### config.mk
export PLATFORM = sky130hd
export DESIGN_NAME = quadrature_position_pd_pwm_top
export DESIGN_NICKNAME = d
export VERILOG_FILES = /design/src/design/qpp_pkg.sv /design/src/design/quadrature_position_pd_pwm_top.sv /design/src/design/qpp_mul.sv /design/src/design/qpp_core.sv
export VERILOG_INCLUDE_DIRS = /design/src /design/src/design
export SDC_FILE = /design/constraint.sdc
export NUM_CORES = 2
export LEC_CHECK = 0
export ABC_AREA = 1
export BUFFER_PORTS_ARGS = -buffer_cell sky130_fd_sc_hd__buf_2
export CAP_MARGIN = 20
export CELL_PAD_IN_SITES_DETAIL_PLACEMENT = 0
export CELL_PAD_IN_SITES_GLOBAL_PLACEMENT = 2
export CORE_AREA = 2 2 470 285
export DETAILED_ROUTE_END_ITERATION = 12
export DIE_AREA = 0 0 472 287
export PLACE_DENSITY_LB_ADDON = 0.1
export SLEW_MARGIN = 0
export SYNTH_ARGS = -nofsm -noshare
export SYNTH_HDL_FRONTEND = slang
export SYNTH_SLANG_ARGS = --single-unit
### constraint.sdc
create_clock -name i_clk -period 10.9 [get_ports i_clk]
set_input_delay 0.545 -clock i_clk [delete_from_list [all_inputs] [get_ports i_clk]]
set_output_delay 0.545 -clock i_clk [all_outputs]
set_load 0.1 [all_outputs]
### src/design/quadrature_position_pd_pwm_top_macros.svh
// ---------------------------------------------------------------------------
// Assertion macros for the quadrature position controller.
// Each macro expects i_clk and i_rst_n in the scope where it is used.
// ---------------------------------------------------------------------------
`ifndef QUADRATURE_POSITION_PD_PWM_TOP_MACROS_SVH
`define QUADRATURE_POSITION_PD_PWM_TOP_MACROS_SVH

// Same-cycle implication, disabled while reset is asserted.
`define QPP_CHECK(name, ante, cons, msg) \
    name: assert property (@(posedge i_clk) disable iff (!i_rst_n) (ante) |-> (cons)) \
        else $error(msg);

// Next-cycle implication, disabled while reset is asserted.
`define QPP_CHECK_NEXT(name, ante, cons, msg) \
    name: assert property (@(posedge i_clk) disable iff (!i_rst_n) (ante) |=> (cons)) \
        else $error(msg);

`endif

### src/design/qpp_pkg.sv
`timescale 1ns / 1ps
// ---------------------------------------------------------------------------
// qpp_pkg
// Shared types and constants of the quadrature position PD/PWM controller.
// ---------------------------------------------------------------------------
package qpp_pkg;

    // Fraction bits of the gains.
    localparam int GAIN_FRAC_BITS = 16;

    localparam int POS_W  = 32;
    localparam int GAIN_W = 16;
    localparam int DUTY_W = 7;
    localparam int PER_W  = 16;
    localparam int PW_W   = 16;
    localparam int KIND_W = 2;
    localparam int IDX_W  = 2;
    localparam int CFG_W  = 16;

    // Clamped duty magnitude keeps its fraction bits.
    localparam int MAG_W  = DUTY_W + GAIN_FRAC_BITS;
    // Control effort: 16 bit gains times 33 bit signed operands, summed.
    localparam int ACC_W  = 52;
    // Shared multiplier operand and product widths.
    localparam int MA_W   = 34;
    localparam int MB_W   = 25;
    localparam int MP_W   = MA_W + MB_W;
    // Duty times period with the fraction bits dropped is below 100 * 2^16.
    localparam int V_W    = DUTY_W + PER_W;
    // Division by 100 as multiply by ceil(2^30 / 100) and shift; exact below 2^23.
    localparam int QUO_SHIFT = 30;
    localparam int RECIP_W   = 24;
    localparam logic [RECIP_W-1:0] RECIP_100 = 24'd10737419;

    localparam logic [DUTY_W-1:0] FULL_PERCENT = 7'd100;
    localparam logic [POS_W-1:0]  POS_MAX      = 32'h7fff_ffff;
    localparam logic [POS_W-1:0]  POS_MIN      = 32'h8000_0000;

    // Reset values.
    localparam logic [GAIN_W-1:0] RESET_GAIN   = 16'd328;
    localparam logic [DUTY_W-1:0] RESET_DUTY   = 7'd90;
    localparam logic [PER_W-1:0]  RESET_PERIOD = 16'd50;
    localparam logic [POS_W-1:0]  RESET_TARGET = 32'd10000;

    // Item kinds.
    localparam logic [KIND_W-1:0] KIND_EDGE = 2'd0;
    localparam logic [KIND_W-1:0] KIND_TICK = 2'd1;
    localparam logic [KIND_W-1:0] KIND_REF  = 2'd2;

    // Register indexes.
    localparam logic [IDX_W-1:0] REG_GAIN_PROP  = 2'd0;
    localparam logic [IDX_W-1:0] REG_GAIN_DIFF  = 2'd1;
    localparam logic [IDX_W-1:0] REG_DUTY_LIMIT = 2'd2;
    localparam logic [IDX_W-1:0] REG_PERIOD     = 2'd3;

    // Sequencer states of a control tick.
    typedef enum logic [3:0] {
        ST_IDLE,
        ST_ERR,
        ST_DIFF,
        ST_MULD,
        ST_SUM,
        ST_ABS,
        ST_CLAMP,
        ST_MULW,
        ST_MULQ,
        ST_PW,
        ST_DONE
    } t_state;

    typedef struct packed {
        logic [GAIN_W-1:0] gain_prop;
        logic [GAIN_W-1:0] gain_diff;
        logic [DUTY_W-1:0] duty_limit;
        logic [PER_W-1:0]  period;
    } t_cfg;

    typedef struct packed {
        logic                   en;
        logic signed [MA_W-1:0] a;
        logic signed [MB_W-1:0] b;
    } t_mul_req;

    typedef struct packed {
        logic              valid;
        logic              reverse;
        logic [PW_W-1:0]   high_time;
        logic [POS_W-1:0]  count;
        logic [POS_W-1:0]  error;
    } t_result;

endpackage

### src/design/quadrature_position_pd_pwm_top.sv
// Encoder edges and reference loads are applied in the idle state, which stays ready.
// A control tick runs from acceptance to its result word through the states ERR,
// DIFF, MULD, SUM, ABS, CLAMP, MULW, MULQ, PW and DONE, which run four products
// through the one shared multiplier; other items wait until the sequencer is idle.
// The result word sits in an output register; a tick waits only if it is still full.
// Reset (synchronous, active low) clears count and stored error, target 10000.
`timescale 1ns / 1ps
// ---------------------------------------------------------------------------
// quadrature_position_pd_pwm_top
// Quadrature position counter with PD control, direction and PWM width output.
// ---------------------------------------------------------------------------
module quadrature_position_pd_pwm_top (
    input  logic                          i_clk,
    input  logic                          i_rst_n,
    input  logic                          i_cfg_we,
    input  logic [qpp_pkg::IDX_W-1:0]     i_cfg_idx,
    input  logic [qpp_pkg::CFG_W-1:0]     i_cfg_data,
    input  logic                          s_axis_tvalid,
    output logic                          s_axis_tready,
    // level_a [0], level_b [1], target_pos [33:2], zero fill [39:34]
    input  logic [39:0]                   s_axis_tdata,
    // kind [1:0]
    input  logic [1:0]                    s_axis_tuser,
    output logic                          m_axis_tvalid,
    input  logic                          m_axis_tready,
    // reverse [0], high_time [16:1], position_count [48:17],
    // pos_error [80:49], zero fill [87:81]
    output logic [87:0]                   m_axis_tdata
);
    import qpp_pkg::*;

    t_cfg    r_cfg;
    t_result w_res;
    logic    w_core_ready;
    logic    w_res_free;
    logic    r_m_valid;
    logic [80:0] r_m_data;

    // Configuration registers.
    always_ff @(posedge i_clk) begin
        if (!i_rst_n) begin
            r_cfg.gain_prop  <= RESET_GAIN;
            r_cfg.gain_diff  <= RESET_GAIN;
            r_cfg.duty_limit <= RESET_DUTY;
            r_cfg.period     <= RESET_PERIOD;
        end else if (i_cfg_we) begin
            case (i_cfg_idx)
                REG_GAIN_PROP:  r_cfg.gain_prop  <= i_cfg_data;
                REG_GAIN_DIFF:  r_cfg.gain_diff  <= i_cfg_data;
                REG_DUTY_LIMIT: r_cfg.duty_limit <= i_cfg_data[DUTY_W-1:0];
                REG_PERIOD:     r_cfg.period     <= i_cfg_data;
                default:        r_cfg            <= r_cfg;
            endcase
        end
    end

    assign s_axis_tready = w_core_ready;
    assign w_res_free    = !r_m_valid || m_axis_tready;

    qpp_core u_core (
        .i_clk        (i_clk),
        .i_rst_n      (i_rst_n),
        .i_cfg        (r_cfg),
        .i_in_valid   (s_axis_tvalid && w_core_ready),
        .i_kind       (s_axis_tuser),
        .i_level_a    (s_axis_tdata[0]),
        .i_level_b    (s_axis_tdata[1]),
        .i_target_pos (s_axis_tdata[33:2]),
        .o_ready      (w_core_ready),
        .i_res_free   (w_res_free),
        .o_res        (w_res)
    );

    // Output register holds the result word until it is taken.
    always_ff @(posedge i_clk) begin
        if (!i_rst_n) begin
            r_m_valid <= 1'b0;
        end else if (w_res.valid) begin
            r_m_valid <= 1'b1;
        end else if (m_axis_tready) begin
            r_m_valid <= 1'b0;
        end
    end

    always_ff @(posedge i_clk) begin
        if (w_res.valid) begin
            r_m_data <= {w_res.error, w_res.count, w_res.high_time, w_res.reverse};
        end
    end

    assign m_axis_tvalid = r_m_valid;
    assign m_axis_tdata  = {7'd0, r_m_data};

endmodule

### src/design/qpp_mul.sv
`timescale 1ns / 1ps
// ---------------------------------------------------------------------------
// qpp_mul
// Shared signed multiplier with a registered product, one issue per cycle.
// ---------------------------------------------------------------------------
module qpp_mul (
    input  logic                              i_clk,
    input  qpp_pkg::t_mul_req                 i_req,
    output logic signed [qpp_pkg::MP_W-1:0]   o_prod
);
    import qpp_pkg::*;

    logic signed [MP_W-1:0] r_prod;
    logic signed [MP_W-1:0] n_prod;

    // The product register only loads when an operation is issued.
    always_comb begin
        n_prod = i_req.a * i_req.b;
    end

    always_ff @(posedge i_clk) begin
        if (i_req.en) begin
            r_prod <= n_prod;
        end
    end

    assign o_prod = r_prod;

endmodule

### src/design/qpp_core.sv
`timescale 1ns / 1ps
// ---------------------------------------------------------------------------
// qpp_core
// Encoder count, target and PD sequencer that reuses one multiplier.
// ---------------------------------------------------------------------------
`include "quadrature_position_pd_pwm_top_macros.svh"

module qpp_core (
    input  logic                          i_clk,
    input  logic                          i_rst_n,
    input  qpp_pkg::t_cfg                 i_cfg,
    input  logic                          i_in_valid,
    input  logic [qpp_pkg::KIND_W-1:0]    i_kind,
    input  logic                          i_level_a,
    input  logic                          i_level_b,
    input  logic [qpp_pkg::POS_W-1:0]     i_target_pos,
    output logic                          o_ready,
    input  logic                          i_res_free,
    output qpp_pkg::t_result              o_res
);
    import qpp_pkg::*;

    t_state r_state;
    t_state n_state;

    logic [POS_W-1:0]  r_count;
    logic [POS_W-1:0]  r_target;
    logic [POS_W-1:0]  r_last;
    logic [POS_W-1:0]  r_err;
    logic [POS_W:0]    r_diff;
    logic [ACC_W-1:0]  r_acc;
    logic [ACC_W-1:0]  r_abs;
    logic              r_rev;
    logic [MAG_W-1:0]  r_mag;
    logic [PW_W-1:0]   r_pw;

    logic signed [MP_W-1:0] w_prod;
    t_mul_req               w_req;

    logic [POS_W:0]    w_dist;
    logic [POS_W-1:0]  w_err_sat;
    logic [DUTY_W-1:0] w_duty_cap;
    logic [MAG_W-1:0]  w_limit;
    logic [ACC_W-1:0]  w_limit_ext;

    // Saturated error and duty limit.
    always_comb begin
        w_dist = {r_target[POS_W-1], r_target} - {r_count[POS_W-1], r_count};
        if (w_dist[POS_W] != w_dist[POS_W-1]) begin
            w_err_sat = w_dist[POS_W] ? POS_MIN : POS_MAX;
        end else begin
            w_err_sat = w_dist[POS_W-1:0];
        end
        w_duty_cap  = (i_cfg.duty_limit > FULL_PERCENT) ? FULL_PERCENT : i_cfg.duty_limit;
        w_limit     = {w_duty_cap, {GAIN_FRAC_BITS{1'b0}}};
        w_limit_ext = {{(ACC_W - MAG_W){1'b0}}, w_limit};
    end

    // Next state.
    always_comb begin
        n_state = r_state;
        case (r_state)
            ST_IDLE: begin
                if (i_in_valid && (i_kind == KIND_TICK)) begin
                    n_state = ST_ERR;
                end
            end
            ST_ERR:   n_state = ST_DIFF;
            ST_DIFF:  n_state = ST_MULD;
            ST_MULD:  n_state = ST_SUM;
            ST_SUM:   n_state = ST_ABS;
            ST_ABS:   n_state = ST_CLAMP;
            ST_CLAMP: n_state = ST_MULW;
            ST_MULW:  n_state = ST_MULQ;
            ST_MULQ:  n_state = ST_PW;
            ST_PW:    n_state = ST_DONE;
            ST_DONE: begin
                if (i_res_free) begin
                    n_state = ST_IDLE;
                end
            end
            default:  n_state = ST_IDLE;
        endcase
    end

    // Sequencer outputs: multiplier operands, ready and result word.
    always_comb begin
        w_req.en = 1'b0;
        w_req.a  = '0;
        w_req.b  = '0;
        o_ready  = 1'b0;
        o_res.valid     = 1'b0;
        o_res.reverse   = r_rev;
        o_res.high_time = r_pw;
        o_res.count     = r_count;
        o_res.error     = r_err;
        case (r_state)
            ST_IDLE: begin
                o_ready = 1'b1;
            end
            ST_DIFF: begin
                w_req.en = 1'b1;
                w_req.a  = {{(MA_W - POS_W){r_err[POS_W-1]}}, r_err};
                w_req.b  = {{(MB_W - GAIN_W){1'b0}}, i_cfg.gain_prop};
            end
            ST_MULD: begin
                w_req.en = 1'b1;
                w_req.a  = {{(MA_W - POS_W - 1){r_diff[POS_W]}}, r_diff};
                w_req.b  = {{(MB_W - GAIN_W){1'b0}}, i_cfg.gain_diff};
            end
            ST_MULW: begin
                w_req.en = 1'b1;
                w_req.a  = {{(MA_W - MAG_W){1'b0}}, r_mag};
                w_req.b  = {{(MB_W - PER_W){1'b0}}, i_cfg.period};
            end
            ST_MULQ: begin
                w_req.en = 1'b1;
                w_req.a  = {{(MA_W - V_W){1'b0}}, w_prod[GAIN_FRAC_BITS+V_W-1:GAIN_FRAC_BITS]};
                w_req.b  = {{(MB_W - RECIP_W){1'b0}}, RECIP_100};
            end
            ST_DONE: begin
                o_res.valid = i_res_free;
            end
            default: begin
                o_ready = 1'b0;
            end
        endcase
    end

    qpp_mul u_mul (
        .i_clk  (i_clk),
        .i_req  (w_req),
        .o_prod (w_prod)
    );

    // Control state: sequencer, count, target and stored error.
    always_ff @(posedge i_clk) begin
        if (!i_rst_n) begin
            r_state  <= ST_IDLE;
            r_count  <= '0;
            r_target <= RESET_TARGET;
            r_last   <= '0;
        end else begin
            r_state <= n_state;
            if ((r_state == ST_IDLE) && i_in_valid) begin
                if (i_kind == KIND_EDGE) begin
                    r_count <= (i_level_a ^ i_level_b) ? r_count + 32'd1 : r_count - 32'd1;
                end else if (i_kind == KIND_REF) begin
                    r_target <= i_target_pos;
                end
            end
            if (o_res.valid) begin
                r_last <= r_err;
            end
        end
    end

    // Datapath registers of the tick sequence.
    always_ff @(posedge i_clk) begin
        case (r_state)
            ST_ERR:   r_err  <= w_err_sat;
            ST_DIFF:  r_diff <= {r_err[POS_W-1], r_err} - {r_last[POS_W-1], r_last};
            ST_MULD:  r_acc  <= w_prod[ACC_W-1:0];
            ST_SUM:   r_acc  <= r_acc + w_prod[ACC_W-1:0];
            ST_ABS: begin
                r_rev <= r_acc[ACC_W-1];
                r_abs <= r_acc[ACC_W-1] ? (~r_acc + 1'b1) : r_acc;
            end
            ST_CLAMP: r_mag  <= (r_abs > w_limit_ext) ? w_limit : r_abs[MAG_W-1:0];
            ST_PW:    r_pw   <= w_prod[QUO_SHIFT+PW_W-1:QUO_SHIFT];
            default: begin
                r_pw <= r_pw;
            end
        endcase
    end

    `QPP_CHECK_NEXT(a_tick_starts, (r_state == ST_IDLE) && i_in_valid && (i_kind == KIND_TICK), (r_state == ST_ERR), "tick did not start the sequence")
    `QPP_CHECK_NEXT(a_edge_step, (r_state == ST_IDLE) && i_in_valid && (i_kind == KIND_EDGE), ((r_count - $past(r_count)) == ($past(i_level_a ^ i_level_b) ? 32'd1 : 32'hffff_ffff)), "encoder count did not move by one")
    `QPP_CHECK_NEXT(a_mag_limited, (r_state == ST_CLAMP), (r_mag <= w_limit), "duty magnitude above limit")
    `QPP_CHECK(a_res_slot, o_res.valid, i_res_free && (r_state == ST_DONE), "result word issued into a full output slot")

endmodule
==> results.py <==
metrics = {
    "status": {
        "status": "completed",
    },
    "synthesis": {
        "seq_area_frac_synth_pct": 24.5,
        "yosysUniqueCellTypes": 50,
        "synth_edf_count": 342,
        "async_flop_share_pct": 0,
        "synthFlopType": "edfxtp_1",
        "syn_avg_cell_area_um2": 7.74,
        "ys.warnings.count": 0,
        "synth_area_um2": 54700,
        "synth_seq_cells": 498,
        "netlist_instances": 7067,
    },
    "global_routing": {
        "antenna_found_initial": 14,
        "gr-total-overflow": 0,
        "grt_start_max_net_pins": 92,
        "grt_pass1_vias": 45100,
        "grtUsageTotal_pct": 31.5,
        "grt_pass1_wl_um": 309000,
    },
    "clock_network": {
        "numClockSinks": 498,
        "clock_latency_ns": 0.70,
        "path_clk_slew_ns": 0.07,
        "numCtsBuffers": 55,
        "clockBufferDepth": 3,
        "cts_resized": 0,
        "cts_root_buf": "clkbuf_16",
        "h-tree-depth": 2,
        "cts_tree": "built",
        "hold_buffers": 0,
        "postCtsSetupRepairBufs": 0,
    },
    "place": {
        "port_buffers": 141,
        "place_congestion": 0.969,
        "dp_hpwl_um": 180000,
        "dpl.cell_count": 8893,
    },
    "setup_path": {
        "worstSetupStartpoint": "u_core.r_state[0]$_SDFFE_PN0P_",
        "cp_max_fo": 24,
        "cpMostUsedCell": "fa_1",
        "slowest_stage": "nor2_2",
        "worstPathRequired_ns": 11.31,
        "reg2reg_depth": 28,
        "regToRegSetupSlack_ns": 1.55,
        "cp-start-kind": "flop",
        "r2r_start": "u_core.r_state[0]$_SDFFE_PN0P_",
        "rr_endpoint": "u_core.u_mul.o_prod[49]$_DFFE_PN_",
        "path_class": "reg2reg",
        "cp.arrival_ns": 9.76,
        "slowest_delay_ns": 0.71,
        "end_kind": "flop",
    },
    "floorplanning": {
        "core_um2": 131000,
        "die_h_um": 287,
        "die_x_um": 472,
        "row_count": 103,
        "io_pins": 155,
        "start_util_pct": 41.8,
        "dieArea_um2": 135000,
    },
    "drt": {
        "drcViolationCount": 0,
        "drt-initial-drc-count": 4475,
        "ant_nets": 0,
        "wl_met3_um": 28200,
        "dr.max_layer_used": "met5",
        "dr_total_vias": 46500,
        "wl_per_cell_um": 23.7,
        "wl_met2_um": 72500,
        "first_pass_iters": 8,
        "wirelength_um": 213000,
        "met1_length_um": 111000,
        "avgViaCountPerCell": 5.16,
    },
    "layout": {
        "fillCellCount": 13500,
        "instances_no_fill": 9001,
        "areaGrowthSynthToFinish_pct": 8.73,
        "mostFrequentLayoutCells": "nand2_1, inv_1, nor2_1",
        "drive_gt1_share_pct": 6.07,
        "final_core_util_pct": 45.5,
        "nets": 8270,
        "final_common_cell": "nand2_1",
    },
    "pwr": {
        "clkPwrFrac_pct": 30.0,
        "p_per_area_nw_per_um2": 116,
        "seqPwrFrac_pct": 34.5,
        "switching_share_pct": 41.0,
        "p_switching_mw": 2.82,
        "p_leak_nw": 29.2,
        "p_int_mw": 4.06,
        "ir_drop_uv": 108,
        "combPwrFrac_pct": 35.4,
    },
    "sta": {
        "finalHoldViolations": 0,
        "worst_pin_slew_ns": 1.07,
        "relSlewSlack_pct": 28.1,
        "tns_ns": 0,
        "period_share_pct": 85.8,
        "rsz0062_at_grt": "false",
        "slew_violations": 0,
        "setup_viol": 0,
        "max_freq_mhz": 107,
        "min_period_ns": 9.35,
        "fin_skew_ns": 0.0463,
    },
    "hold_path": {
        "hp-class": "in2reg",
        "holdPathStages": 3,
        "min_to": "u_core.r_target[10]$_SDFFE_PN1P_",
        "hold_path_startpoint": "s_axis_tdata[12]",
    },
    "run": {
        "drv_cap": 0,
    },
}
[power groups by stage]
| stage | clock, mW | combinational (mW) | sequential [mW] |
|---|---|---|---|
| floorplan | 0 | 1.58 | 2.31 |
| global placement | 0 | 2.35 | 2.41 |
| detailed placement | 0 | 2.36 | 2.41 |
| CTS | 2.09 | 2.37 | 2.37 |
| global route | 2.16 | 2.69 | 2.38 |
| finish | 2.07 | 2.44 | 2.37 |
[critical path, delay by kind of cell, from the launching register on]
family          cells  cell delay, ns
fa+ha+maj           8            3.73
compound gates      5            1.78
simple gates        8            1.71
buf+inv             7            1.41
flops               1            0.40
[per-stage QoR]
| step | setup slack, ns | power (mW) | instance area [µm²] | hold slack (ns) |
|---|---|---|---|---|
| after global routing | 1.04 | 7.23 | 59500 | 0.100 |
| final | 1.55 | 6.88 | 59500 | 0.0876 |
| after CTS | 1.54 | 6.83 | 59500 | 0.0535 |
| after detailed placement | 1.59 | 4.77 | 57600 | 0.405 |
| after global placement | 1.55 | 4.76 | 57600 | 0.401 |
| after floorplan | 3.93 | 3.89 | 54900 | 0.400 |
[Yosys cell counts (68+ instances only)]
library cell	count	area (µm²)
edfxtp_1	342	10300
o21ai_0	274	1370
fa_1	630	12600
ha_1	356	4450
nor3_1	68	340
nand2_1	1601	6010
nand3_1	232	1160
nand4_1	75	469
dfxtp_1	156	3120
buf_2	79	395
inv_1	1588	5960
a21oi_1	335	1680
xor2_1	129	1130
nor2_1	770	2890
[kinds of logic after synthesis]
| kind of cell | synth area share (%) |
|---|---|
| flops | 24.5 |
| simple gates | 21.1 |
| other cells | 0.0137 |
| buf+inv | 12.7 |
| fa+ha+maj | 31.2 |
| compound gates | 7.90 |
| xor+xnor | 2.69 |
[state kept, by name, summed over array words and instances, names as in the netlist]
register and flops:
r_m_data 81, r_cfg 55, u_core.r_abs 52, u_core.r_acc 52
u_core.u_mul.o_prod 52, u_core.r_diff 33, u_core.r_count 32, u_core.r_err 32
u_core.r_last 32, u_core.r_target 32, u_core.r_mag 23, u_core.r_pw 16
u_core.r_state 4, m_axis_tvalid 1, u_core.r_rev 1
[worst max-delay path by stage]
stage                                                   end  depth (start not counted)
after global routing      u_core.u_mul.o_prod[47]$_DFFE_PN_                         28
final                     u_core.u_mul.o_prod[49]$_DFFE_PN_                         28
after global placement    u_core.u_mul.o_prod[48]$_DFFE_PN_                         26
after detailed placement  u_core.u_mul.o_prod[48]$_DFFE_PN_                         26
after CTS                 u_core.u_mul.o_prod[48]$_DFFE_PN_                         26
after floorplan           u_core.u_mul.o_prod[51]$_DFFE_PN_                         26
[area by class of cell]
type                            count  area [µm²]  area share (%)
Multi-Input combinational cell   4815       34600            58.2
Timing Repair Buffer              214        1270            2.13
Clock buffer                       67        1480            2.49
Tap cell                         1732        2170            3.64
Inverter                         1635        6140            10.3
Clock inverter                     36         443           0.744
Antenna cell                        4        10.0          0.0168
Sequential cell                   498       13400            22.5
[routing by layer]
layer | track usage, % | vias to the layer above
met5 | 1.21 | -
met4 | 3.07 | 4
met3 | 13.2 | 124
met2 | 37.9 | 1779
met1 | 51.5 | 22700
li1 | - | 21900
No activity file was read; power rests on OpenSTA's default activity.
